<file path="config.mk">
export PLATFORM = sky130hd
export DESIGN_NAME = tng_mac
export DESIGN_NICKNAME = d
export VERILOG_FILES = /design/src/rtl/core/assert_macros.svh /design/src/rtl/core/tng_pkg.sv /design/src/rtl/core/tng_mac.sv
export SDC_FILE = /design/constraint.sdc
export NUM_CORES = 2
export LEC_CHECK = 0
export BUFFER_PORTS_ARGS = -buffer_cell sky130_fd_sc_hd__buf_2
export CORE_AREA = 4 4 310 312
export DETAILED_ROUTE_END_ITERATION = 6
export DIE_AREA = 0 0 314 316
export PLACE_DENSITY = 0.7
export SKIP_CTS_REPAIR_TIMING = 1
export SLEW_MARGIN = 20
export SYNTH_ARGS = -nofsm -noshare
export SYNTH_HDL_FRONTEND = slang
export SYNTH_SLANG_ARGS = --single-unit
</file>
<file path="constraint.sdc">
create_clock -name clock -period 9.6 [get_ports clock]
set_input_delay 1.44 -clock clock [delete_from_list [all_inputs] [get_ports clock]]
set_output_delay 1.44 -clock clock [all_outputs]
set_load 0.02 [all_outputs]
</file>
<file path="src/rtl/core/assert_macros.svh">
// ----------------------------------------------------------------------------
// assert_macros.svh
// Assertion macros shared by the tangent generator RTL.
// ----------------------------------------------------------------------------
`ifndef ASSERT_MACROS_SVH
`define ASSERT_MACROS_SVH

// Same-cycle implication, sampled on the rising clock edge outside reset.
`define TNG_ASSERT(lbl, prop, msg) \
   lbl: assert property (@(posedge clock) disable iff (reset) prop) else $error(msg);

// Next-cycle implication: when pre holds, post holds in the next cycle.
`define TNG_ASSERT_NEXT(lbl, pre, post, msg) \
   lbl: assert property (@(posedge clock) disable iff (reset) (pre) |=> (post)) \
      else $error(msg);

`endif

</file>
<file path="src/rtl/core/tng_pkg.sv">
// ----------------------------------------------------------------------------
// tng_pkg
// Types, widths and the multiply-accumulate program of the tangent generator.
// ----------------------------------------------------------------------------
package tng_pkg;

   localparam int FRAC_BITS  = 14;
   localparam int MUL_A_W    = 34;
   localparam int MUL_B_W    = 32;
   localparam int ACC_W      = 64;
   localparam int WIDE_W     = 60;
   localparam int SCALED_W   = 24;
   localparam int PROJ_W     = 28;
   localparam int CROSS_W    = 33;
   localparam int ROOT_IN_W  = 56;
   localparam int ROOT_W     = 28;
   localparam int DIV_NUM_W  = 42;
   localparam int QUO_W      = 16;
   localparam int OP_W       = 5;

   localparam logic [ROOT_IN_W-1:0] ROOT_START_BIT = {2'b01, {(ROOT_IN_W-2){1'b0}}};

   localparam logic [OP_W-1:0] OP_TRI_FIRST    = 5'd0;
   localparam logic [OP_W-1:0] OP_TRI_LAST     = 5'd13;
   localparam logic [OP_W-1:0] OP_CORNER_FIRST = 5'd14;
   localparam logic [OP_W-1:0] OP_LEN2         = 5'd22;
   localparam logic [OP_W-1:0] OP_CROSS_FIRST  = 5'd23;
   localparam logic [OP_W-1:0] OP_LAST         = 5'd31;

   typedef struct packed {
      logic signed [31:0] pos_x;
      logic signed [31:0] pos_y;
      logic signed [31:0] pos_z;
      logic signed [23:0] uv_u;
      logic signed [23:0] uv_v;
      logic signed [15:0] nrm_x;
      logic signed [15:0] nrm_y;
      logic signed [15:0] nrm_z;
      logic               restart;
   } tng_req_type;

   typedef struct packed {
      logic signed [15:0] tan_x;
      logic signed [15:0] tan_y;
      logic signed [15:0] tan_z;
      logic [1:0]         corner;
      logic               degenerate;
      logic               last;
   } tng_rsp_type;

   typedef enum logic [3:0] {
      ST_IDLE,
      ST_DELTA,
      ST_MUL,
      ST_ACC,
      ST_SCALE,
      ST_CORNER,
      ST_SQRT_GO,
      ST_SQRT_WAIT,
      ST_DIV_GO,
      ST_DIV_WAIT,
      ST_EMIT
   } seq_state_type;

   typedef enum logic [4:0] {
      A_DU1, A_DV1,
      A_DP1X, A_DP1Y, A_DP1Z,
      A_DP2X, A_DP2Y, A_DP2Z,
      A_NX, A_NY, A_NZ,
      A_U0, A_U1, A_U2,
      A_C0, A_C1, A_C2
   } a_sel_type;

   typedef enum logic [4:0] {
      B_DU1, B_DU2, B_DV1, B_DV2,
      B_TS0, B_TS1, B_TS2,
      B_BS0, B_BS1, B_BS2,
      B_P,
      B_U0, B_U1, B_U2,
      B_T0, B_T1, B_T2
   } b_sel_type;

   typedef enum logic [4:0] {
      D_NONE, D_DET,
      D_TR0, D_TR1, D_TR2,
      D_BR0, D_BR1, D_BR2,
      D_P,
      D_U0, D_U1, D_U2,
      D_LEN2,
      D_C0, D_C1, D_C2,
      D_D
   } dst_type;

   typedef struct packed {
      a_sel_type a_sel;
      b_sel_type b_sel;
      logic      sub;
      logic      first;
      dst_type   dst;
   } mac_op_type;

   typedef struct packed {
      logic mul_en;
      logic acc_en;
      logic first;
      logic sub;
   } mac_ctrl_type;

   // One entry per multiply. Triangle setup first, then the per-corner part.
   function automatic mac_op_type mac_prog(input logic [OP_W-1:0] idx);
      mac_op_type op;
      case (idx)
         5'd0:  op = '{A_DU1,  B_DV2, 1'b0, 1'b1, D_NONE};
         5'd1:  op = '{A_DV1,  B_DU2, 1'b1, 1'b0, D_DET};
         5'd2:  op = '{A_DP1X, B_DV2, 1'b0, 1'b1, D_NONE};
         5'd3:  op = '{A_DP2X, B_DV1, 1'b1, 1'b0, D_TR0};
         5'd4:  op = '{A_DP1Y, B_DV2, 1'b0, 1'b1, D_NONE};
         5'd5:  op = '{A_DP2Y, B_DV1, 1'b1, 1'b0, D_TR1};
         5'd6:  op = '{A_DP1Z, B_DV2, 1'b0, 1'b1, D_NONE};
         5'd7:  op = '{A_DP2Z, B_DV1, 1'b1, 1'b0, D_TR2};
         5'd8:  op = '{A_DP2X, B_DU1, 1'b0, 1'b1, D_NONE};
         5'd9:  op = '{A_DP1X, B_DU2, 1'b1, 1'b0, D_BR0};
         5'd10: op = '{A_DP2Y, B_DU1, 1'b0, 1'b1, D_NONE};
         5'd11: op = '{A_DP1Y, B_DU2, 1'b1, 1'b0, D_BR1};
         5'd12: op = '{A_DP2Z, B_DU1, 1'b0, 1'b1, D_NONE};
         5'd13: op = '{A_DP1Z, B_DU2, 1'b1, 1'b0, D_BR2};
         5'd14: op = '{A_NX,   B_TS0, 1'b0, 1'b1, D_NONE};
         5'd15: op = '{A_NY,   B_TS1, 1'b0, 1'b0, D_NONE};
         5'd16: op = '{A_NZ,   B_TS2, 1'b0, 1'b0, D_P};
         5'd17: op = '{A_NX,   B_P,   1'b0, 1'b1, D_U0};
         5'd18: op = '{A_NY,   B_P,   1'b0, 1'b1, D_U1};
         5'd19: op = '{A_NZ,   B_P,   1'b0, 1'b1, D_U2};
         5'd20: op = '{A_U0,   B_U0,  1'b0, 1'b1, D_NONE};
         5'd21: op = '{A_U1,   B_U1,  1'b0, 1'b0, D_NONE};
         5'd22: op = '{A_U2,   B_U2,  1'b0, 1'b0, D_LEN2};
         5'd23: op = '{A_NY,   B_T2,  1'b0, 1'b1, D_NONE};
         5'd24: op = '{A_NZ,   B_T1,  1'b1, 1'b0, D_C0};
         5'd25: op = '{A_NZ,   B_T0,  1'b0, 1'b1, D_NONE};
         5'd26: op = '{A_NX,   B_T2,  1'b1, 1'b0, D_C1};
         5'd27: op = '{A_NX,   B_T1,  1'b0, 1'b1, D_NONE};
         5'd28: op = '{A_NY,   B_T0,  1'b1, 1'b0, D_C2};
         5'd29: op = '{A_C0,   B_BS0, 1'b0, 1'b1, D_NONE};
         5'd30: op = '{A_C1,   B_BS1, 1'b0, 1'b0, D_NONE};
         5'd31: op = '{A_C2,   B_BS2, 1'b0, 1'b0, D_D};
         default: op = '{A_DU1, B_DU1, 1'b0, 1'b1, D_NONE};
      endcase
      return op;
   endfunction

endpackage

</file>
<file path="src/rtl/core/tng_mac.sv">
// ----------------------------------------------------------------------------
// tng_mac
// Shared signed multiplier with a registered product and an accumulator.
// ----------------------------------------------------------------------------
module tng_mac (
   input  logic                                 clock,
   input  tng_pkg::mac_ctrl_type                ctrl,
   input  logic signed [tng_pkg::MUL_A_W-1:0]   a_op,
   input  logic signed [tng_pkg::MUL_B_W-1:0]   b_op,
   output logic signed [tng_pkg::ACC_W-1:0]     sum,
   output logic signed [tng_pkg::ACC_W-1:0]     prod
);
   import tng_pkg::*;

   logic signed [MUL_A_W+MUL_B_W-1:0] full;
   logic signed [ACC_W-1:0]           prod_ff;
   logic signed [ACC_W-1:0]           acc_ff;
   logic signed [ACC_W-1:0]           base;
   logic signed [ACC_W-1:0]           addend;

   assign full   = a_op * b_op;
   assign base   = ctrl.first ? '0 : acc_ff;
   assign addend = ctrl.sub ? -prod_ff : prod_ff;
   assign sum    = base + addend;
   assign prod   = prod_ff;

   always_ff @(posedge clock) begin
      if (ctrl.mul_en) begin
         prod_ff <= full[ACC_W-1:0];
      end
      if (ctrl.acc_en) begin
         acc_ff <= sum;
      end
   end

endmodule

</file>
Yosys cells after proc, flatten, opt, wreduce, memory -nomap -nowiden
Index checks and enable logic that the tools add are counted.

operators by class
  add/sub/neg operators = 2
  multipliers = 1
  muxes and demuxes = 2

operator list
  cell                          number
  2-to-1 mux 64 bit             2
  adder 64 bit                  1
  multiplier 34 x 32 -> 64 bit  1
  negator 64 bit                1

storage, ports and cells
  register bits = 128
  bits of input ports = 71
  output and inout port bits = 128
  logic and storage cells = 7

Logic depth before layout (Yosys ltp)
  word-level depth = 3
  mapped depth = 29
  depth with buffers taken out = 28

Least setup slack after synthesis
OpenSTA, ideal clock, no wires.

  path type = input port to flip-flop
  start = input port b_op[2] (netlist name)
  end = register prod_ff[57] (netlist: prod[57]) (data pin)
  library setup time = 0.263 ns
  arrival = 8.596 ns
  required time = 9.337 ns
  slack = 0.741 ns
  stages on the path = 24
  path buffers = 2
  path through = clkbuf_1 -> clkbuf_1 -> nand2_1 -> fa_1 -> fa_1 -> fa_1 -> fa_1 -> inv_1 -> fa_1 -> fa_1 -> fa_1 -> fa_1 -> ha_1 -> a21o_1 -> a21o_1 -> a221o_1 -> o21bai_1 -> nor2b_1 -> nor3_1 -> o21ai_0 -> a21oi_1 -> o311ai_0 -> a311oi_1 -> xnor2_1

between the ends
  cells in the longest elaborated chain, start to end = 1

RTL lines
  element                       RTL line       RTL
  from (decl)                   tng_mac.sv:9   input logic signed [tng_pkg::MUL_B_W-1:0] b_op,
  multiplier 34 x 32 -> 64 bit  tng_mac.sv:21  assign full = a_op * b_op;
  net full[57]                  tng_mac.sv:15  logic signed [MUL_A_W+MUL_B_W-1:0] full;
  to (signal assigned)          tng_mac.sv:29  prod_ff <= full[ACC_W-1:0];
  to (decl)                     tng_mac.sv:16  logic signed [ACC_W-1:0] prod_ff;

The timed path passes the listed nets, and every way through them passes these cells.
A chain may end at the register's enable or synchronous reset.

Final worst setup path
  start = input port b_op[2] (netlist name)
  end = register prod_ff[62] (netlist: prod[62]) (data pin)

The elaborated chain is that of the path after synthesis.

==> metrics.md <==
| Metric | Value |
|---|---|
| Status | finished, final reports clean |
| Dpl cells | roughly 6200 |
| Multiplexer share of the synthesized area | 0.000432 |
| Vias in the first global route | between 30000 and 40000 |
| Worst r2r src | prod[15]$_DFFE_PP_ |
| Highest Signal Layer | met5 |
| Worst Path Required | about 9.8 ns |
| Dominant synthesized flop cell | edfxtp_1 |
| Largest family of logic cells by synthesized area | adder cells |
| Area growth syn-to-layout | 7.51% |
| Final #Nets | ~6500 |
| Worst Setup SP | b_op[2] |
| Rows | 112 |
| Drt drc | 0 |
| Tmin final | 8.92 ns |
| Initial antenna violation count | 10 |
| Arrival @ worst endpoint | a little over 9 ns |
| First-pass GRT wire length | 210000 um |
| M1 WL | ~55000 um |
| Worst-Skew Late Latency | ~0.44 ns |
| Mapped cell area | about 46000 sq um |
| Synthesized area per cell | about 9.5 sq um |
| Hold Violations, Final | 0 |
| Largest net degree at the start of global routing | between 60 and 70 |
| Overflow after GRT | 0 |
| Worst Max-Slew Pin Slew | 0.947 ns |
| Crit path capture type | flop |
| Sequential-to-total area share from yosys stat | 0.0829 |
| XOR/XNOR share of the synthesized area | 0.0372 |
| IO Count | roughly 200 |
| Fill cells | around 8500 |
| DRT Wirelength | ~130000 um |
| Wire length on met2 | 58500 um |
| Clock root buffer | clkbuf_16 |
| Max frequency | 0.112 GHz |
| Final Skew | approximately 0.011 ns |
| First-pass iteration count of the detailed router | 6 |
| RePlAce Congestion | around 0.95 |
| Post-Layout Cell Count | about 6300 |
| Synth Area in Adders | 0.552 |
| Hold path start | prod[0]$_DFFE_PP_ |
| Post-synthesis compound-gate area fraction | 0.0631 |
| Starting DRC count in detailed routing | approximately 2600 |
| Routed wl met3 | around 14000 um |
| CTS Buf Count | 17 |
| Final setup TNS | 0 ns |
| Crit-path max FO | 15 |
| Crit path launch type | input pin |
| Ys Warns | 0 |
| Layout cells sized above 1 | 0.0799 |
| Setup violations, final | 0 |
| Vias | approximately 34000 |
| Register-to-Register Path Depth | 18 |
| R2r setup slk | between 3 and 4 ns |
| Die ar. | about 99000 sq um |
| R2R Path End | acc_ff[61]$_DFFE_PP_ |
| Core footprint | a little over 90000 sq um |
| Dpl hpwl | between 100000 and 150000 um |
| Hold Crit Depth | 1 |
| Post-synth EDFFs | around 130 |
| Synthesized netlist net count | 6323 |
| Die width | ~310 um |
| Crit path to | prod[62]$_DFFE_PP_ |
| Vias/cell | around 5.4 |
| Cell variety after synth | 69 |
| Final period utilization | 0.929 |
| Leading cell type in the layout, fill and taps excluded | fa_1 |
| Final ANT Viol Nets | 0 |
| Post-synth ARST share | 0 |
| Yosys reg bits | roughly 130 |
| Die height | roughly 320 um |
| Post-Synthesis Cells | roughly 4900 |
| Total Routing Usage GR | 0.274 |
| CTS tree | yes |
| Worst-path clk slew | roughly 0.070 ns |
| Avg WL per Cell | ~21 um |
| Post-Synth Simple-Gate Area | 0.163 |
| Critical path type | input pin to flop |
| Hold Crit Class | flop to flop |
| Number of max-cap violations | 0 |
| Headroom to the max-slew limit | 0.367 |
| RSZ-0062 raised after global routing | false |
| Input/output buffers | 198 |
| Fin util | 0.536 |
| Clock Path Buffers | 2 |
| Most used cells in the layout excluding fill and tap cells | fa_1 (1123), inv_1 (1012), nand2_1 (585) |
| Sink Count | approximately 130 |
| Initial Utilization | 0.498 |
| H-tree depth | 4 |
| Max-slew violation count | 0 |
final cells by class:
class,count,area [sq um],share of cell area
antenna,3,7.51,0.000151
clock buffer,17,425,0.00853
clock inverter,15,166,0.00334
inverter,1013,3800,0.0763
multi-input combinational,3495,37800,0.758
sequential,128,3840,0.0771
tap,1254,1570,0.0315
timing repair buffer,353,2230,0.0447
cell usage after synthesis, drive strengths merged (8+ instances only):
| cell | n | share of area |
|---|---|---|
| or3 | 16 | 0.0025 |
| o21bai | 21 | 0.0034 |
| or4 | 14 | 0.0023 |
| nand2 | 585 | 0.047 |
| o211ai | 11 | 0.0018 |
| nor2 | 103 | 0.0083 |
| o21ai | 93 | 0.010 |
| nand2b | 24 | 0.0036 |
| a21oi | 124 | 0.013 |
| nand4 | 26 | 0.0035 |
| inv | 1013 | 0.082 |
| o31ai | 25 | 0.0045 |
| xnor2 | 159 | 0.030 |
| a211oi | 19 | 0.0031 |
| o21a | 22 | 0.0036 |
| nor2b | 75 | 0.010 |
| edfxtp | 128 | 0.083 |
| a31oi | 15 | 0.0020 |
| o41ai | 12 | 0.0027 |
| and3 | 11 | 0.0015 |
| clkbuf | 236 | 0.019 |
| nor3 | 14 | 0.0015 |
| ha | 249 | 0.067 |
| and2 | 558 | 0.075 |
| nand3 | 24 | 0.0026 |
| xor2 | 38 | 0.0072 |
| fa | 1123 | 0.48 |
| buf | 8 | 0.00067 |
| a21o | 72 | 0.012 |
worst max-delay path, cell delays in order:
cell      delay [ns]
buf_2           0.37
buf_4           0.31
nand2_1         0.10
fa_1            0.49
fa_1            0.55
inv_1           0.05
fa_1            0.52
inv_1           0.09
fa_1            0.54
inv_1           0.05
fa_1            0.48
fa_1            0.60
fa_1            0.44
fa_1            0.44
ha_1            0.39
nand4_1         0.28
nor4b_1         0.33
or3_1           0.14
a31oi_1         0.04
buf_4           0.17
o31ai_1         0.31
a311oi_1        0.14
buf_4           0.16
o31ai_1         0.22
buf_4           0.17
mux2i_1         0.17
o211ai_1        0.10
sequential cells by signal, summed over array words and instances (netlist names):
| signal | flops |
|---|---|
| acc_ff | 64 |
| prod | 64 |
metal layers:
metal / global-route usage / vias to the layer above
met3: 0.0755 / 214
met4: 0.0683 / 12
met2: 0.429 / 1426
li1: - / 14883
met5: 0 / -
met1: 0.381 / 17168
logic make-up after synthesis:
family                   count (synthesis)
AND/OR/NAND/NOR                       1473
adder cells (fa/ha/maj)               1372
buffers and inverters                 1257
AO/OA/AOI/OAI                          451
XOR/XNOR                               197
flip-flops                             128
multiplexers                             2
worst min path at each step:
stage | to | slack [ns]
after detailed placement | acc_ff[0]$_DFFE_PP_ | 0.81
after CTS | acc_ff[0]$_DFFE_PP_ | 0.82
final | acc_ff[0]$_DFFE_PP_ | 0.79
after floorplan | acc_ff[0]$_DFFE_PP_ | 0.80
after global placement | acc_ff[0]$_DFFE_PP_ | 0.81
after global routing | acc_ff[0]$_DFFE_PP_ | 0.83
per-stage QoR:
stage               hold slack [ns]  area, sq um  setup WS, ns
floorplan                     0.800        46400         0.741
global placement              0.809        49300         0.340
detailed placement            0.806        49300         0.227
CTS                           0.823        49800         0.719
global route                  0.833        49900         0.273
finish                        0.793        49900         0.684
Power is not shown: default switching activity piles up to over one toggle a cycle in this logic, so the estimate is an artifact.
