===== src/rtl/core/assert_macros.svh =====
// ----------------------------------------------------------------------------
// assert_macros.svh
// Assertion macros shared by the tangent generator RTL.
// ----------------------------------------------------------------------------
`ifndef ASSERT_MACROS_SVH
`define ASSERT_MACROS_SVH

// Same-cycle implication, sampled on the rising clock edge outside reset.
`define TNG_ASSERT(lbl, prop, msg) \
   lbl: assert property (@(posedge clock) disable iff (reset) prop) else $error(msg);

// Next-cycle implication: when pre holds, post holds in the next cycle.
`define TNG_ASSERT_NEXT(lbl, pre, post, msg) \
   lbl: assert property (@(posedge clock) disable iff (reset) (pre) |=> (post)) \
      else $error(msg);

`endif


===== src/rtl/core/tng_pkg.sv =====
// ----------------------------------------------------------------------------
// tng_pkg
// Types, widths and the multiply-accumulate program of the tangent generator.
// ----------------------------------------------------------------------------
package tng_pkg;

   localparam int FRAC_BITS  = 14;
   localparam int MUL_A_W    = 34;
   localparam int MUL_B_W    = 32;
   localparam int ACC_W      = 64;
   localparam int WIDE_W     = 60;
   localparam int SCALED_W   = 24;
   localparam int PROJ_W     = 28;
   localparam int CROSS_W    = 33;
   localparam int ROOT_IN_W  = 56;
   localparam int ROOT_W     = 28;
   localparam int DIV_NUM_W  = 42;
   localparam int QUO_W      = 16;
   localparam int OP_W       = 5;

   localparam logic [ROOT_IN_W-1:0] ROOT_START_BIT = {2'b01, {(ROOT_IN_W-2){1'b0}}};

   localparam logic [OP_W-1:0] OP_TRI_FIRST    = 5'd0;
   localparam logic [OP_W-1:0] OP_TRI_LAST     = 5'd13;
   localparam logic [OP_W-1:0] OP_CORNER_FIRST = 5'd14;
   localparam logic [OP_W-1:0] OP_LEN2         = 5'd22;
   localparam logic [OP_W-1:0] OP_CROSS_FIRST  = 5'd23;
   localparam logic [OP_W-1:0] OP_LAST         = 5'd31;

   typedef struct packed {
      logic signed [31:0] pos_x;
      logic signed [31:0] pos_y;
      logic signed [31:0] pos_z;
      logic signed [23:0] uv_u;
      logic signed [23:0] uv_v;
      logic signed [15:0] nrm_x;
      logic signed [15:0] nrm_y;
      logic signed [15:0] nrm_z;
      logic               restart;
   } tng_req_type;

   typedef struct packed {
      logic signed [15:0] tan_x;
      logic signed [15:0] tan_y;
      logic signed [15:0] tan_z;
      logic [1:0]         corner;
      logic               degenerate;
      logic               last;
   } tng_rsp_type;

   typedef enum logic [3:0] {
      ST_IDLE,
      ST_DELTA,
      ST_MUL,
      ST_ACC,
      ST_SCALE,
      ST_CORNER,
      ST_SQRT_GO,
      ST_SQRT_WAIT,
      ST_DIV_GO,
      ST_DIV_WAIT,
      ST_EMIT
   } seq_state_type;

   typedef enum logic [4:0] {
      A_DU1, A_DV1,
      A_DP1X, A_DP1Y, A_DP1Z,
      A_DP2X, A_DP2Y, A_DP2Z,
      A_NX, A_NY, A_NZ,
      A_U0, A_U1, A_U2,
      A_C0, A_C1, A_C2
   } a_sel_type;

   typedef enum logic [4:0] {
      B_DU1, B_DU2, B_DV1, B_DV2,
      B_TS0, B_TS1, B_TS2,
      B_BS0, B_BS1, B_BS2,
      B_P,
      B_U0, B_U1, B_U2,
      B_T0, B_T1, B_T2
   } b_sel_type;

   typedef enum logic [4:0] {
      D_NONE, D_DET,
      D_TR0, D_TR1, D_TR2,
      D_BR0, D_BR1, D_BR2,
      D_P,
      D_U0, D_U1, D_U2,
      D_LEN2,
      D_C0, D_C1, D_C2,
      D_D
   } dst_type;

   typedef struct packed {
      a_sel_type a_sel;
      b_sel_type b_sel;
      logic      sub;
      logic      first;
      dst_type   dst;
   } mac_op_type;

   typedef struct packed {
      logic mul_en;
      logic acc_en;
      logic first;
      logic sub;
   } mac_ctrl_type;

   // One entry per multiply. Triangle setup first, then the per-corner part.
   function automatic mac_op_type mac_prog(input logic [OP_W-1:0] idx);
      mac_op_type op;
      case (idx)
         5'd0:  op = '{A_DU1,  B_DV2, 1'b0, 1'b1, D_NONE};
         5'd1:  op = '{A_DV1,  B_DU2, 1'b1, 1'b0, D_DET};
         5'd2:  op = '{A_DP1X, B_DV2, 1'b0, 1'b1, D_NONE};
         5'd3:  op = '{A_DP2X, B_DV1, 1'b1, 1'b0, D_TR0};
         5'd4:  op = '{A_DP1Y, B_DV2, 1'b0, 1'b1, D_NONE};
         5'd5:  op = '{A_DP2Y, B_DV1, 1'b1, 1'b0, D_TR1};
         5'd6:  op = '{A_DP1Z, B_DV2, 1'b0, 1'b1, D_NONE};
         5'd7:  op = '{A_DP2Z, B_DV1, 1'b1, 1'b0, D_TR2};
         5'd8:  op = '{A_DP2X, B_DU1, 1'b0, 1'b1, D_NONE};
         5'd9:  op = '{A_DP1X, B_DU2, 1'b1, 1'b0, D_BR0};
         5'd10: op = '{A_DP2Y, B_DU1, 1'b0, 1'b1, D_NONE};
         5'd11: op = '{A_DP1Y, B_DU2, 1'b1, 1'b0, D_BR1};
         5'd12: op = '{A_DP2Z, B_DU1, 1'b0, 1'b1, D_NONE};
         5'd13: op = '{A_DP1Z, B_DU2, 1'b1, 1'b0, D_BR2};
         5'd14: op = '{A_NX,   B_TS0, 1'b0, 1'b1, D_NONE};
         5'd15: op = '{A_NY,   B_TS1, 1'b0, 1'b0, D_NONE};
         5'd16: op = '{A_NZ,   B_TS2, 1'b0, 1'b0, D_P};
         5'd17: op = '{A_NX,   B_P,   1'b0, 1'b1, D_U0};
         5'd18: op = '{A_NY,   B_P,   1'b0, 1'b1, D_U1};
         5'd19: op = '{A_NZ,   B_P,   1'b0, 1'b1, D_U2};
         5'd20: op = '{A_U0,   B_U0,  1'b0, 1'b1, D_NONE};
         5'd21: op = '{A_U1,   B_U1,  1'b0, 1'b0, D_NONE};
         5'd22: op = '{A_U2,   B_U2,  1'b0, 1'b0, D_LEN2};
         5'd23: op = '{A_NY,   B_T2,  1'b0, 1'b1, D_NONE};
         5'd24: op = '{A_NZ,   B_T1,  1'b1, 1'b0, D_C0};
         5'd25: op = '{A_NZ,   B_T0,  1'b0, 1'b1, D_NONE};
         5'd26: op = '{A_NX,   B_T2,  1'b1, 1'b0, D_C1};
         5'd27: op = '{A_NX,   B_T1,  1'b0, 1'b1, D_NONE};
         5'd28: op = '{A_NY,   B_T0,  1'b1, 1'b0, D_C2};
         5'd29: op = '{A_C0,   B_BS0, 1'b0, 1'b1, D_NONE};
         5'd30: op = '{A_C1,   B_BS1, 1'b0, 1'b0, D_NONE};
         5'd31: op = '{A_C2,   B_BS2, 1'b0, 1'b0, D_D};
         default: op = '{A_DU1, B_DU1, 1'b0, 1'b1, D_NONE};
      endcase
      return op;
   endfunction

endpackage


===== src/rtl/core/tng_sqrt.sv =====
// ----------------------------------------------------------------------------
// tng_sqrt
// Integer square root, two radicand bits per clock.
// ----------------------------------------------------------------------------
module tng_sqrt (
   input  logic                               clock,
   input  logic                               reset,
   input  logic                               start,
   input  logic [tng_pkg::ROOT_IN_W-1:0]      radicand,
   output logic                               done,
   output logic [tng_pkg::ROOT_W-1:0]         root
);
   import tng_pkg::*;

   logic [ROOT_IN_W-1:0] rem_ff, rem_in;
   logic [ROOT_IN_W-1:0] res_ff, res_in;
   logic [ROOT_IN_W-1:0] bit_ff;
   logic [ROOT_IN_W-1:0] trial;
   logic                 busy_ff;
   logic                 done_ff;
   logic                 ge;

   assign trial  = res_ff + bit_ff;
   assign ge     = rem_ff >= trial;
   assign rem_in = ge ? rem_ff - trial : rem_ff;
   assign res_in = ge ? (res_ff >> 1) + bit_ff : res_ff >> 1;
   assign done   = done_ff;
   assign root   = res_ff[ROOT_W-1:0];

   always_ff @(posedge clock) begin
      if (reset) begin
         busy_ff <= 1'b0;
         done_ff <= 1'b0;
      end else begin
         done_ff <= busy_ff && bit_ff[0];
         if (start) begin
            busy_ff <= 1'b1;
         end else if (busy_ff && bit_ff[0]) begin
            busy_ff <= 1'b0;
         end
      end
   end

   always_ff @(posedge clock) begin
      if (start) begin
         rem_ff <= radicand;
         res_ff <= '0;
         bit_ff <= ROOT_START_BIT;
      end else if (busy_ff) begin
         rem_ff <= rem_in;
         res_ff <= res_in;
         bit_ff <= bit_ff >> 2;
      end
   end

endmodule


===== config.mk =====
export PLATFORM = sky130hd
export DESIGN_NAME = tng_sqrt
export DESIGN_NICKNAME = d
export VERILOG_FILES = /design/src/rtl/core/assert_macros.svh /design/src/rtl/core/tng_pkg.sv /design/src/rtl/core/tng_sqrt.sv
export SDC_FILE = /design/constraint.sdc
export NUM_CORES = 1
export LEC_CHECK = 0
export BUFFER_PORTS_ARGS = -buffer_cell sky130_fd_sc_hd__buf_2
export CORE_ASPECT_RATIO = 1.1
export CORE_MARGIN = 1.5
export CORE_UTILIZATION = 67
export DETAILED_ROUTE_END_ITERATION = 10
export PLACE_DENSITY = 0.95
export SYNTH_ARGS = -nofsm -noshare
export SYNTH_HDL_FRONTEND = slang
export SYNTH_SLANG_ARGS = --single-unit

===== constraint.sdc =====
create_clock -name clock -period 13.39 [get_ports clock]
set_input_delay 0.6695 -clock clock [delete_from_list [all_inputs] [get_ports clock]]
set_output_delay 0.6695 -clock clock [all_outputs]
set_load 0.1 [all_outputs]

# ---- Yosys cells after proc, flatten, opt, wreduce, memory -nomap -nowiden
# Cells that the tools add are included.
dict set report totals {
  register_bits 142
  latchBits 0
  ram_bits 0
  romBits 0
  input_bits 59
  output_inout_bits 29
  wordCells 20
  n_memories 0
}
dict set report op_classes {
  add_sub_neg 3
  multipliers 0
  div_mod_pow 0
  n_lt_le_gt_ge 1
  eq_ne 0
  shift 0
  n_mux 6
  bitwise 0
  n_reduce_logical 5
}
# cell n
set ops {}
lappend ops {{2-to-1 mux 56 bit} 4}
lappend ops {{adder 55 x 55 -> 56 bit} 1}
lappend ops {{adder 56 x 55 -> 56 bit} 1}
lappend ops {{greater-or-equal comparator 56 bit} 1}
lappend ops {{subtractor 56 bit} 1}
lappend ops {{nonzero test 2 bit} 3}
lappend ops {{2-to-1 mux 1 bit} 2}
lappend ops {{AND reduction 2 bit} 1}
lappend ops {{logical AND 1 bit} 1}

# ---- Logic depth before layout (Yosys ltp)
dict set report logic_depth {
  word_depth 5
  ltp_mapped 26
  ltp_nobuf 23
}

# ---- Worst setup path before layout
# OpenSTA, ideal clock, no wires.
dict set report synth_path {
  path_type {register to register}
  start {register bit_ff[0]}
  end {register rem_ff[0] (enable)}
  setup_time_ps 415
  t_arrival_ps 5829
  path_slack_ps 7146
  stages_incl_launch_ff 26
  n_path_buf 3
  period_less_slack_ps 6244
  path_cell_list {dfxtp_1 -> ha_1 -> ha_1 -> a21o_1 -> a31oi_1 -> o31ai_1 -> a21oi_1 -> o21bai_1 -> a31o_2 -> a31oi_1 -> nor2_1 -> o21ai_0 -> xor2_1 -> ha_1 -> buf_2 -> nand4_1 -> nor4_2 -> and3_1 -> o211ai_1 -> and3b_1 -> a211o_1 -> a21oi_1 -> buf_2 -> buf_2 -> nand2_1 -> nand2_1}
}
dict set report synth_between {
  elab_chain_len 4
}
# item line_no
set synth_lines {}
lappend synth_lines {{start, declared} tng_sqrt.sv:17} ;# logic [ROOT_IN_W-1:0] bit_ff;
lappend synth_lines {{start signal, assigned} tng_sqrt.sv:52} ;# bit_ff <= bit_ff >> 2;
lappend synth_lines {{adder 56 x 55 -> 56 bit} tng_sqrt.sv:23} ;# assign trial = res_ff + bit_ff;
lappend synth_lines {{greater-or-equal comparator 56 bit} tng_sqrt.sv:24} ;# assign ge = rem_ff >= trial;
lappend synth_lines {{nonzero test 2 bit (no line)} n/a}
lappend synth_lines {{AND reduction 2 bit (no line)} n/a}
lappend synth_lines {{end signal, assigned} tng_sqrt.sv:46} ;# rem_ff <= radicand;
lappend synth_lines {{end signal, assigned} tng_sqrt.sv:50} ;# rem_ff <= rem_in;
lappend synth_lines {{end, declared} tng_sqrt.sv:15} ;# logic [ROOT_IN_W-1:0] rem_ff, rem_in;
# Every way passes these cells.
# A chain may end at the register's enable or synchronous reset.

# ---- Worst setup path in the final report
dict set report layout_path {
  start {register bit_ff[0]}
  end {register rem_ff[40] (enable)}
}
# The elaborated chain is that of the path after synthesis.

==> flow_metrics.tcl <==
set metrics [dict create \
    crit_path_top_delay_cell "o31ai_1" \
    fin_skew_ns 0.009259 \
    leakagePower_nw 5.554 \
    final_common_cell "nand2_1" \
    async_reset_ff_share_pct 0 \
    end_kind "flip-flop" \
    drc_errors 0 \
    area_growth_pct 6.588 \
    status "completed" \
    synth_flop_cell "dfxtp_1" \
    synth_cell_type_count 75 \
    io_buffers 87 \
    critPathLaunchType "flip-flop" \
    drive_gt1_share_pct 9.069 \
    antennaDiodeCount 0 \
    grt_pass1_wl_um 57950 \
    synth_area_mm2 0.01289 \
    rsz0062_at_grt "no" \
    cts_hold_buf 0 \
    track_usage_pct 35.95 \
    crit_start "bit_ff[0]" \
    ctsResizeCount 0 \
    wl_per_cell_um 18.86 \
    drt_iter0_markers 1001 \
    start_util_pct 67.99 \
    clock_latency_ns 0.44 \
    nNetsFinal 1815 \
    path_clk_slew_ns 0.06 \
    cts_sinks 142 \
    cap_violations 0 \
    period_needed_ns 6.648 \
    ys_warn_count 0 \
    io_pins 88 \
    slew_headroom_pct 42.28 \
    core_mm2 0.01897 \
    vdd_ir_drop_max_mv 0.1492 \
    finalHoldViolations 0 \
    antenna_found_initial 0 \
    path_cells "ha_1 -> ha_1 -> a21o_1 -> a31oi_1 -> o31ai_1 -> a21oi_1 -> o21bai_1 -> a31o_2 -> a31oi_1 -> nor2_1 -> o21ai_0 -> xor2_1 -> ha_1 -> nand4_1 -> nor4_2 -> and3_1 -> a22oi_1 -> and3b_1 -> a211o_1 -> a21oi_4 -> buf_4 -> nand2_1 -> nand2_2 -> buf_4" \
    rr_worst_depth 24 \
    min_path_cells 2 \
    cp_top_family "compound AO/OA/AOI/OAI gates" \
    viasPerCell 6.594 \
    die-area_mm2 0.02009 \
    max_stage_delay_ns 0.67 \
    syn_area_per_cell_um2 7.868 \
    tightest_slew_ns 0.8549 \
    place_hpwl_um 25960 \
    max_freq_ghz 0.1504 \
    cp.arrival_ns 6.72 \
    tns_ns 0 \
    synth-edff-count 56 \
    synthesis.nets 1813 \
    p_per_area_mw_per_mm2 210.9 \
    power_mw 2.898 \
    overflow 0 \
    drtAntennaViolNets 0 \
    grt_max_degree 78 \
    finalSetupViolations 0 \
    ys_seq_area_share_pct 26.39 \
    cts_setup_buffers 0 \
    hp-start "reset" \
    hp-class "in -> reg" \
    cts_tree "done" \
    path_depth 24 \
    gp_congestion 0.9679 \
    grt_pass1_vias 12060 \
    via_count 12540 \
    cp.required_ns 13.46 \
    timing.final.crit_share_pct 49.65 \
    critPathBufInv 2 \
    cp_common_cell "ha_1" \
    cts_buffers 17 \
    crit_path_max_fanout 56 \
    report.final.slew_viol_count 0 \
    rr_startpoint "bit_ff[0]" \
    final_cell_mix "217 x nand2_1, 143 x o21ai_0, 141 x nor2_1" \
    postSynthCellCount 1639 \
    cts_max_path_buffers 2 \
    die_x_um 135.3 \
    synth_seq_cells 142 \
    routed_wl_um 35850 \
    cts_max_level 4 \
    die_y_um 148.5 \
    num_rows 53 \
    cts_root_buf "clkbuf_16" \
    dr.pass1.iters 7 \
    crit_type "reg -> reg" \
]
-- sequential cells by signal (all words and copies together) (netlist names) --
signal	flops
bit_ff	28
busy_ff	1
done	1
rem_ff	56
res_ff	56
-- per-layer routing --
layer | vias to the layer above | GRT usage, % | share of wire (%)
met2 | 570 | 63.19 | 49
met5 | - | 0 | 0
met4 | 0 | 21.18 | 5.5
met3 | 127 | 5.760 | 6.3
li1 | 6033 | - | -
met1 | 5806 | 41.01 | 39
-- cells in the mapped netlist, types with 38 or more instances --
cell type / count / area (um2)
inv_1: 38 / 142.6
a21o_1: 39 / 292.8
xnor2_1: 71 / 621.9
a31oi_1: 55 / 344.1
edfxtp_1: 56 / 1682
nand4_1: 38 / 237.7
a21oi_1: 103 / 515.5
xor2_1: 57 / 499.2
nor2_1: 141 / 529.3
clkbuf_1: 67 / 251.5
o21ai_0: 143 / 715.7
dfxtp_1: 86 / 1722
nand2_1: 218 / 818.3
ha_1: 114 / 1426
-- through the flow --
step	hold WS, ns	setup WS [ns]	std cells	utilization (%)	area, um2
2_1_floorplan	0.4590	7.146	1639	-	12890
3_3_place_gp	0.4807	7.117	1869	69.46	13170
3_5_place_dp	0.4915	6.958	1869	69.46	13170
4_1_cts	0.3866	6.876	1901	72.47	13740
5_1_grt	0.3875	6.288	1901	72.47	13740
6_report	0.3912	6.742	1901	72.47	13740
-- cell families after synthesis --
group | count (synthesis) | synth area share (%)
AND/OR/NAND/NOR | 543 | 19.28
AO/OA/AOI/OAI | 522 | 26.07
buffers and inverters | 151 | 5.366
flip-flops | 142 | 26.39
XOR/XNOR | 128 | 8.694
adder cells (fa/ha/maj) | 115 | 11.22
multiplexers | 38 | 2.979
-- area by class of cell --
| class | count | area [um2] |
|---|---|---|
| Clock buffer | 18 | 450.4 |
| Clock inverter | 14 | 120.1 |
| Fill cell | 1468 | 5221 |
| Inverter | 39 | 146.4 |
| Multi-Input combinational cell | 1346 | 8813 |
| Sequential cell | 142 | 3407 |
| Tap cell | 247 | 309.0 |
| Timing Repair Buffer | 95 | 498.0 |
-- worst paths after layout --
kind / slack [ns] / to
min reg2reg: 0.50 / res_ff[0]
max: 6.74 / rem_ff[40]
min: 0.39 / busy_ff
max reg2reg: 6.74 / rem_ff[40]
-- where the power goes --
part | total [mW] | internal (mW) | switching, mW
clock network | 0.474 | 0.255 | 0.219
registers | 0.700 | 0.604 | 0.0961
logic | 1.72 | 0.616 | 1.11
total | 2.90 | 1.48 | 1.42
No activity file was read; power rests on OpenSTA's default activity.
