### config.mk
export PLATFORM = sky130hd
export DESIGN_NAME = tng_div
export DESIGN_NICKNAME = d
export VERILOG_FILES = /design/src/rtl/core/assert_macros.svh /design/src/rtl/core/tng_pkg.sv /design/src/rtl/core/tng_div.sv
export SDC_FILE = /design/constraint.sdc
export NUM_CORES = 1
export LEC_CHECK = 0
export BUFFER_PORTS_ARGS = -buffer_cell sky130_fd_sc_hd__buf_2
export CAP_MARGIN = 10
export CORE_MARGIN = 8
export CORE_UTILIZATION = 57
export DETAILED_ROUTE_END_ITERATION = 12
export PLACE_DENSITY = 0.8
export SLEW_MARGIN = 30
export SYNTH_ARGS = -nofsm -noshare
export SYNTH_HDL_FRONTEND = slang
export SYNTH_SLANG_ARGS = --single-unit
### constraint.sdc
create_clock -name clock -period 4.63 [get_ports clock]
set_input_delay 0.6945 -clock clock [delete_from_list [all_inputs] [get_ports clock]]
set_output_delay 0.6945 -clock clock [all_outputs]
set_load 0.02 [all_outputs]
### src/rtl/core/assert_macros.svh
// ----------------------------------------------------------------------------
// assert_macros.svh
// Assertion macros shared by the tangent generator RTL.
// ----------------------------------------------------------------------------
`ifndef ASSERT_MACROS_SVH
`define ASSERT_MACROS_SVH

// Same-cycle implication, sampled on the rising clock edge outside reset.
`define TNG_ASSERT(lbl, prop, msg) \
   lbl: assert property (@(posedge clock) disable iff (reset) prop) else $error(msg);

// Next-cycle implication: when pre holds, post holds in the next cycle.
`define TNG_ASSERT_NEXT(lbl, pre, post, msg) \
   lbl: assert property (@(posedge clock) disable iff (reset) (pre) |=> (post)) \
      else $error(msg);

`endif

### src/rtl/core/tng_pkg.sv
// ----------------------------------------------------------------------------
// tng_pkg
// Types, widths and the multiply-accumulate program of the tangent generator.
// ----------------------------------------------------------------------------
package tng_pkg;

   localparam int FRAC_BITS  = 14;
   localparam int MUL_A_W    = 34;
   localparam int MUL_B_W    = 32;
   localparam int ACC_W      = 64;
   localparam int WIDE_W     = 60;
   localparam int SCALED_W   = 24;
   localparam int PROJ_W     = 28;
   localparam int CROSS_W    = 33;
   localparam int ROOT_IN_W  = 56;
   localparam int ROOT_W     = 28;
   localparam int DIV_NUM_W  = 42;
   localparam int QUO_W      = 16;
   localparam int OP_W       = 5;

   localparam logic [ROOT_IN_W-1:0] ROOT_START_BIT = {2'b01, {(ROOT_IN_W-2){1'b0}}};

   localparam logic [OP_W-1:0] OP_TRI_FIRST    = 5'd0;
   localparam logic [OP_W-1:0] OP_TRI_LAST     = 5'd13;
   localparam logic [OP_W-1:0] OP_CORNER_FIRST = 5'd14;
   localparam logic [OP_W-1:0] OP_LEN2         = 5'd22;
   localparam logic [OP_W-1:0] OP_CROSS_FIRST  = 5'd23;
   localparam logic [OP_W-1:0] OP_LAST         = 5'd31;

   typedef struct packed {
      logic signed [31:0] pos_x;
      logic signed [31:0] pos_y;
      logic signed [31:0] pos_z;
      logic signed [23:0] uv_u;
      logic signed [23:0] uv_v;
      logic signed [15:0] nrm_x;
      logic signed [15:0] nrm_y;
      logic signed [15:0] nrm_z;
      logic               restart;
   } tng_req_type;

   typedef struct packed {
      logic signed [15:0] tan_x;
      logic signed [15:0] tan_y;
      logic signed [15:0] tan_z;
      logic [1:0]         corner;
      logic               degenerate;
      logic               last;
   } tng_rsp_type;

   typedef enum logic [3:0] {
      ST_IDLE,
      ST_DELTA,
      ST_MUL,
      ST_ACC,
      ST_SCALE,
      ST_CORNER,
      ST_SQRT_GO,
      ST_SQRT_WAIT,
      ST_DIV_GO,
      ST_DIV_WAIT,
      ST_EMIT
   } seq_state_type;

   typedef enum logic [4:0] {
      A_DU1, A_DV1,
      A_DP1X, A_DP1Y, A_DP1Z,
      A_DP2X, A_DP2Y, A_DP2Z,
      A_NX, A_NY, A_NZ,
      A_U0, A_U1, A_U2,
      A_C0, A_C1, A_C2
   } a_sel_type;

   typedef enum logic [4:0] {
      B_DU1, B_DU2, B_DV1, B_DV2,
      B_TS0, B_TS1, B_TS2,
      B_BS0, B_BS1, B_BS2,
      B_P,
      B_U0, B_U1, B_U2,
      B_T0, B_T1, B_T2
   } b_sel_type;

   typedef enum logic [4:0] {
      D_NONE, D_DET,
      D_TR0, D_TR1, D_TR2,
      D_BR0, D_BR1, D_BR2,
      D_P,
      D_U0, D_U1, D_U2,
      D_LEN2,
      D_C0, D_C1, D_C2,
      D_D
   } dst_type;

   typedef struct packed {
      a_sel_type a_sel;
      b_sel_type b_sel;
      logic      sub;
      logic      first;
      dst_type   dst;
   } mac_op_type;

   typedef struct packed {
      logic mul_en;
      logic acc_en;
      logic first;
      logic sub;
   } mac_ctrl_type;

   // One entry per multiply. Triangle setup first, then the per-corner part.
   function automatic mac_op_type mac_prog(input logic [OP_W-1:0] idx);
      mac_op_type op;
      case (idx)
         5'd0:  op = '{A_DU1,  B_DV2, 1'b0, 1'b1, D_NONE};
         5'd1:  op = '{A_DV1,  B_DU2, 1'b1, 1'b0, D_DET};
         5'd2:  op = '{A_DP1X, B_DV2, 1'b0, 1'b1, D_NONE};
         5'd3:  op = '{A_DP2X, B_DV1, 1'b1, 1'b0, D_TR0};
         5'd4:  op = '{A_DP1Y, B_DV2, 1'b0, 1'b1, D_NONE};
         5'd5:  op = '{A_DP2Y, B_DV1, 1'b1, 1'b0, D_TR1};
         5'd6:  op = '{A_DP1Z, B_DV2, 1'b0, 1'b1, D_NONE};
         5'd7:  op = '{A_DP2Z, B_DV1, 1'b1, 1'b0, D_TR2};
         5'd8:  op = '{A_DP2X, B_DU1, 1'b0, 1'b1, D_NONE};
         5'd9:  op = '{A_DP1X, B_DU2, 1'b1, 1'b0, D_BR0};
         5'd10: op = '{A_DP2Y, B_DU1, 1'b0, 1'b1, D_NONE};
         5'd11: op = '{A_DP1Y, B_DU2, 1'b1, 1'b0, D_BR1};
         5'd12: op = '{A_DP2Z, B_DU1, 1'b0, 1'b1, D_NONE};
         5'd13: op = '{A_DP1Z, B_DU2, 1'b1, 1'b0, D_BR2};
         5'd14: op = '{A_NX,   B_TS0, 1'b0, 1'b1, D_NONE};
         5'd15: op = '{A_NY,   B_TS1, 1'b0, 1'b0, D_NONE};
         5'd16: op = '{A_NZ,   B_TS2, 1'b0, 1'b0, D_P};
         5'd17: op = '{A_NX,   B_P,   1'b0, 1'b1, D_U0};
         5'd18: op = '{A_NY,   B_P,   1'b0, 1'b1, D_U1};
         5'd19: op = '{A_NZ,   B_P,   1'b0, 1'b1, D_U2};
         5'd20: op = '{A_U0,   B_U0,  1'b0, 1'b1, D_NONE};
         5'd21: op = '{A_U1,   B_U1,  1'b0, 1'b0, D_NONE};
         5'd22: op = '{A_U2,   B_U2,  1'b0, 1'b0, D_LEN2};
         5'd23: op = '{A_NY,   B_T2,  1'b0, 1'b1, D_NONE};
         5'd24: op = '{A_NZ,   B_T1,  1'b1, 1'b0, D_C0};
         5'd25: op = '{A_NZ,   B_T0,  1'b0, 1'b1, D_NONE};
         5'd26: op = '{A_NX,   B_T2,  1'b1, 1'b0, D_C1};
         5'd27: op = '{A_NX,   B_T1,  1'b0, 1'b1, D_NONE};
         5'd28: op = '{A_NY,   B_T0,  1'b1, 1'b0, D_C2};
         5'd29: op = '{A_C0,   B_BS0, 1'b0, 1'b1, D_NONE};
         5'd30: op = '{A_C1,   B_BS1, 1'b0, 1'b0, D_NONE};
         5'd31: op = '{A_C2,   B_BS2, 1'b0, 1'b0, D_D};
         default: op = '{A_DU1, B_DU1, 1'b0, 1'b1, D_NONE};
      endcase
      return op;
   endfunction

endpackage

### src/rtl/core/tng_div.sv
// ----------------------------------------------------------------------------
// tng_div
// Restoring divider, one quotient bit per clock, for a quotient below 2^16.
// ----------------------------------------------------------------------------
module tng_div (
   input  logic                               clock,
   input  logic                               reset,
   input  logic                               start,
   input  logic [tng_pkg::DIV_NUM_W-1:0]      num,
   input  logic [tng_pkg::ROOT_W-1:0]         den,
   output logic                               done,
   output logic [tng_pkg::QUO_W-1:0]          quo
);
   import tng_pkg::*;

   logic [ROOT_W-1:0] rem_ff, rem_in;
   logic [ROOT_W-1:0] den_ff;
   logic [QUO_W-1:0]  low_ff;
   logic [QUO_W-1:0]  quo_ff;
   logic [3:0]        cnt_ff;
   logic              busy_ff;
   logic              done_ff;
   logic [ROOT_W:0]   shifted;
   logic [ROOT_W:0]   diff;
   logic              ge;

   assign shifted = {rem_ff, low_ff[QUO_W-1]};
   assign diff    = shifted - {1'b0, den_ff};
   assign ge      = shifted >= {1'b0, den_ff};
   assign rem_in  = ge ? diff[ROOT_W-1:0] : shifted[ROOT_W-1:0];
   assign done    = done_ff;
   assign quo     = quo_ff;

   always_ff @(posedge clock) begin
      if (reset) begin
         busy_ff <= 1'b0;
         done_ff <= 1'b0;
      end else begin
         done_ff <= busy_ff && (cnt_ff == '0);
         if (start) begin
            busy_ff <= 1'b1;
         end else if (busy_ff && (cnt_ff == '0)) begin
            busy_ff <= 1'b0;
         end
      end
   end

   always_ff @(posedge clock) begin
      if (start) begin
         rem_ff <= ROOT_W'(num >> QUO_W);
         low_ff <= num[QUO_W-1:0];
         den_ff <= den;
         quo_ff <= '0;
         cnt_ff <= 4'd15;
      end else if (busy_ff) begin
         rem_ff <= rem_in;
         low_ff <= low_ff << 1;
         quo_ff <= {quo_ff[QUO_W-2:0], ge};
         cnt_ff <= cnt_ff - 4'd1;
      end
   end

endmodule
Word-level counts from Yosys, hierarchy flattened
Cells that the tools add are included.
- bits in registers: 94
- bits in latches: 0
- bits in writable memories: 0
- bits in read-only memories: 0
- output and inout port bits: 17
- word-level logic and storage cells: 22
- memories kept: 0
- $add $sub $neg: 2
- multipliers: 0
- div/mod/pow operators: 0
- magnitude comparators: 1
- eq/ne operators: 0
- shift operators: 0
- multiplexer cells: 7
- bitwise logic cells: 0
- reduce and logical (&&, ||, !) cells: 4
- operators by type and width (kind ; count):
    $mux W26 ; 2
    $mux W16 ; 2
    $ge A29 B28 Y1 ; 1
    $mux W28 ; 1
    $sub A28 B28 Y28 ; 1
    $logic_not A4 Y1 ; 1
    $reduce_bool A2 Y1 ; 2
    $sub A4 B1 Y4 const B ; 1
    $mux W1 ; 2
    $logic_and A1 B1 Y1 ; 1

Longest topological paths before layout
- depth in word-level cells: 4
- gate-level depth with buffers: 14

Worst setup path before layout
Ideal clock, no wire load.
- kind: reg-to-reg
- start point: reg rem_ff[5]
- end point: reg rem_ff[10], data pin
- setup time: 0.260 ns
- data arrival time: 3.033 ns
- data required time: 4.370 ns
- slack: 1.338 ns
- stages on the path, launching flop included: 13
- clock period less this slack: 3.292 ns
- cell sequence: edfxtp_1 ha_1 a211oi_2 o21bai_1 and2_0 a311o_1 o2111ai_2 nand4_1 a311o_1 buf_6 buf_8 mux2_4 mux2_2
- longest elaborated chain between the ends: 4
- elaborated cells between the ends (all ways): 5
- classes of those cells: 1 x add/sub; 1 x order compare; 3 x mux
- ends and longest elaborated chain (item ; line ; RTL):
    start, declared ; tng_div.sv:16 ; logic [ROOT_W-1:0] rem_ff, rem_in;
    start signal, assigned ; tng_div.sv:50 ; rem_ff <= ROOT_W'(num >> QUO_W);
    start signal, assigned ; tng_div.sv:56 ; rem_ff <= rem_in;
    $sub A28 B28 Y28 / $ge A29 B28 Y1 (equally long branches) ; tng_div.sv:28, tng_div.sv:29 ;
    $mux W28 (*) ; tng_div.sv:30 ; assign rem_in = ge ? diff[ROOT_W-1:0] : shifted[ROOT_W-1:0];
    $mux W26 (*) ; tng_div.sv:55 ; end else if (busy_ff) begin
    $mux W26 (*) ; tng_div.sv:49 ; if (start) begin
Every way passes the cells marked *; elsewhere a longest branch is shown, timed or not. The select of a mux whose other input is x is not followed.
A chain may end at the register's enable or synchronous reset.

Final worst setup path
- start point: reg rem_ff[5]
- end point: reg rem_ff[9], data pin
The elaborated chain is that of the path after synthesis.

==> summary.txt <==
Detailed routing
  • Avg WL per Cell: 15.80 µm
  • Final WL: 11060 µm
  • DRT iter0 DRCs: 175
  • Antenna-violating nets left: 0
  • Pre-antenna DRT Iters: 5
  • DR vias/cell: 5.514
  • DRC Markers: 0
  • Routed via count: 3860

Setup path
  • Crit Path Class: reg2reg
  • Worst R2R Setup Slack: 0.82 ns
  • Reg2reg start: rem_ff[5]$_DFFE_PP_
  • Worst Setup SP: rem_ff[5]$_DFFE_PP_
  • Worst Path Required: 4.76 ns
  • Worst setup SP type: flop
  • Crit Path Max Fanout: 35
  • Crit. End Element: flop
  • Arrival time worst endpoint: 3.95 ns

GRT
  • Gr usage total: 17.31%
  • Largest net degree at the start of global routing: 60
  • First-pass GRT wire length: 18200 µm
  • Initial antenna violation count: 0
  • Grt ovf: 0
  • Vias in the first global route: 3919

Status
  • Status: completed

Place
  • Placer Congestion: 0.8779
  • Port buffer count: 89
  • Inst Count DP: 684
  • Post-DP HPWL: 8047 µm

STA
  • Skew final: 0.01059 ns
  • Measured slew at the worst slew-check pin: 0.9539 ns
  • Fin Hold WS: 0.4808 ns
  • Max Slew Vio Count: 0
  • RSZ-0062 raised after global routing: false
  • Slew headroom: 36.41%
  • Fin crit share: 82.31%
  • Post-route setup TNS: 0 ns
  • Final setup fails: 0
  • Crit path time final: 3.811 ns
  • Max Freq: 262.4 MHz
  • Final Hold Fails: 0

Logic synthesis
  • Top post-synthesis cells by count: edfxtp_1, mux2_2, nor2_1, inv_1, ha_1
  • Syn nets: 591
  • Yosys cell types: 54
  • Mapped Cells: 487
  • EDFF count, synth: 70
  • Most frequent cell after synthesis: edfxtp_1
  • Primary FF master, synth: edfxtp_1
  • Largest area contributor in the netlist: edfxtp_1
  • Ys async rst share: 0%
  • Synth warn: 0
  • Cell Area, Synth: 5463 µm²
  • Sequential area share after synthesis: 47.27%
  • Post-synth top area share: 38.48%
  • Syn_area_per_cell: 11.22 µm²
  • Main area contributors after synthesis: edfxtp_1, dfxtp_1, mux2_2
  • Synth Register Bits: 94

Cells and area
  • Area of the multi-input gates: 2635 µm²
  • Number of antenna diodes: 0
  • Final nets: 670
  • Area delta synth->final: 13.06%
  • Fill cells: 740
  • Register area: 2582 µm²
  • Finished Layout Cells: 700
  • Layout cells sized above 1: 29.07%

Floorplan
  • Die area: 12970 µm²
  • Die width: 113.9 µm
  • I/O pin count: 90
  • Starting Density: 58.84%
  • Num rows: 35
  • Die Y: 113.9 µm
  • Core Box Area: 9284 µm²

Clock network
  • CTS tree: yes
  • CTS-repair resized insts: 0
  • CTS Buf Count: 9
  • Postcts setup bufs: 0
  • Clk_lat worst skew: 0.37 ns
  • CTS root buffer: clkbuf_8
  • Clock-pin slew on the worst setup and hold paths: 0.10 ns
  • # hold bufs at CTS: 0
  • Max clock buf depth: 2
  • CTS H-Tree Depth: 3
  • Clock sinks: 94

Run
  • Max-cap violations: 0

Worst hold path
  • Worst min-delay path class: in2reg
  • Hold Path Origin: reset

Power and ir drop
  • Leak: 0.002703 µW
  • PD cells: 440.4 nW/µm²
  • Peak supply drop: 0.2673 mV
[worst max-delay path, cell delays in order, from the launching register on]
cell       delay, ns
edfxtp_1        0.40
ha_1            0.39
a211oi_2        0.31
o21bai_1        0.15
and2_0          0.17
a311o_1         0.35
o2111ai_2       0.25
nand4_1         0.11
a311o_2         0.72
mux2_4          0.42
mux2_2          0.26
[power breakdown]
part | switching, µW | total (µW) | internal [µW]
Clock | 311 | 550 | 239
Sequential | 51.3 | 1090 | 1040
Combinational | 549 | 1080 | 535
Total | 911 | 2720 | 1810
[metrics by stage]
step	worst slack (ns)	instance area, µm²	total power [µW]	util (%)
finish	0.8189	6176	2720	66.52
floorplan	1.338	5463	1975	-
detailed placement	0.8871	5974	2175	64.35
global placement	0.9555	5974	2132	64.35
global route	0.6807	6176	2882	66.52
CTS	0.8417	6173	2724	66.50
[routing by layer]
metal | vias to the layer above | GRT usage (%) | share of wire, %
met4 | 0 | 5.413 | 1.3
met2 | 111 | 28.72 | 48
met1 | 1808 | 20.52 | 44
li1 | 1928 | - | -
met5 | - | 0 | 0
met3 | 13 | 6.128 | 7.2
[kinds of logic after synthesis]
family,Yosys count,share of synthesized area [%]
simple gates,118,10.77
flops,94,47.27
compound gates,87,10.58
mux,77,16.22
buf+inv,59,4.558
fa+ha+maj,31,7.238
xor+xnor,21,3.367
[layout make-up]
type                            instances  share of cell area [%]
Multi-Input combinational cell        334                   42.67
Sequential cell                        94                   41.82
Timing Repair Buffer                   91                   7.496
Tap cell                              129                   2.613
Clock buffer                           11                   2.472
Inverter                               36                   2.188
Clock inverter                          5                  0.7496
[path summary, 6_finish.rpt]
kind                             endpoint  cells after the start
setup / recovery      rem_ff[9]$_DFFE_PP_                     10
hold / removal       busy_ff$_SDFFE_PP0P_                      2
setup reg to reg      rem_ff[9]$_DFFE_PP_                     10
hold reg to reg   rem_ff[27]$_SDFFE_PP0P_                      2
[state kept, by name (all words and copies together), names as in the netlist]
| signal | cells |
|---|---|
| cnt_ff | 4 |
| den_ff | 28 |
| low_ff | 16 |
| rem_ff | 28 |
| done | 1 |
| busy_ff | 1 |
| quo | 16 |
[cell usage in the layout (no fill, tap or decap), drive strengths merged, types with 2 or more instances in the layout]
| cell | count |
|---|---|
| nor4bb | 2 |
| nor2b | 8 |
| a31oi | 4 |
| and2 | 3 |
| a211oi | 5 |
| clkbuf | 11 |
| mux2i | 24 |
| edfxtp | 70 |
| inv | 40 |
| a21oi | 25 |
| nand2b | 4 |
| a21o | 9 |
| o21bai | 4 |
| nor2 | 40 |
| dfxtp | 24 |
| nor3b | 3 |
| nand2 | 22 |
| or2 | 2 |
| o31a | 3 |
| xor2 | 7 |
| mux2 | 53 |
| and4 | 2 |
| nand3 | 9 |
| nand4 | 6 |
| buf | 91 |
| and3 | 6 |
| nor4b | 2 |
| nor3 | 5 |
| o21ai | 17 |
| a311o | 2 |
| nor4 | 2 |
| ha | 30 |
| o21a | 6 |
| xnor2 | 14 |
| a221o | 2 |
Power figures use the tool's default switching activity.
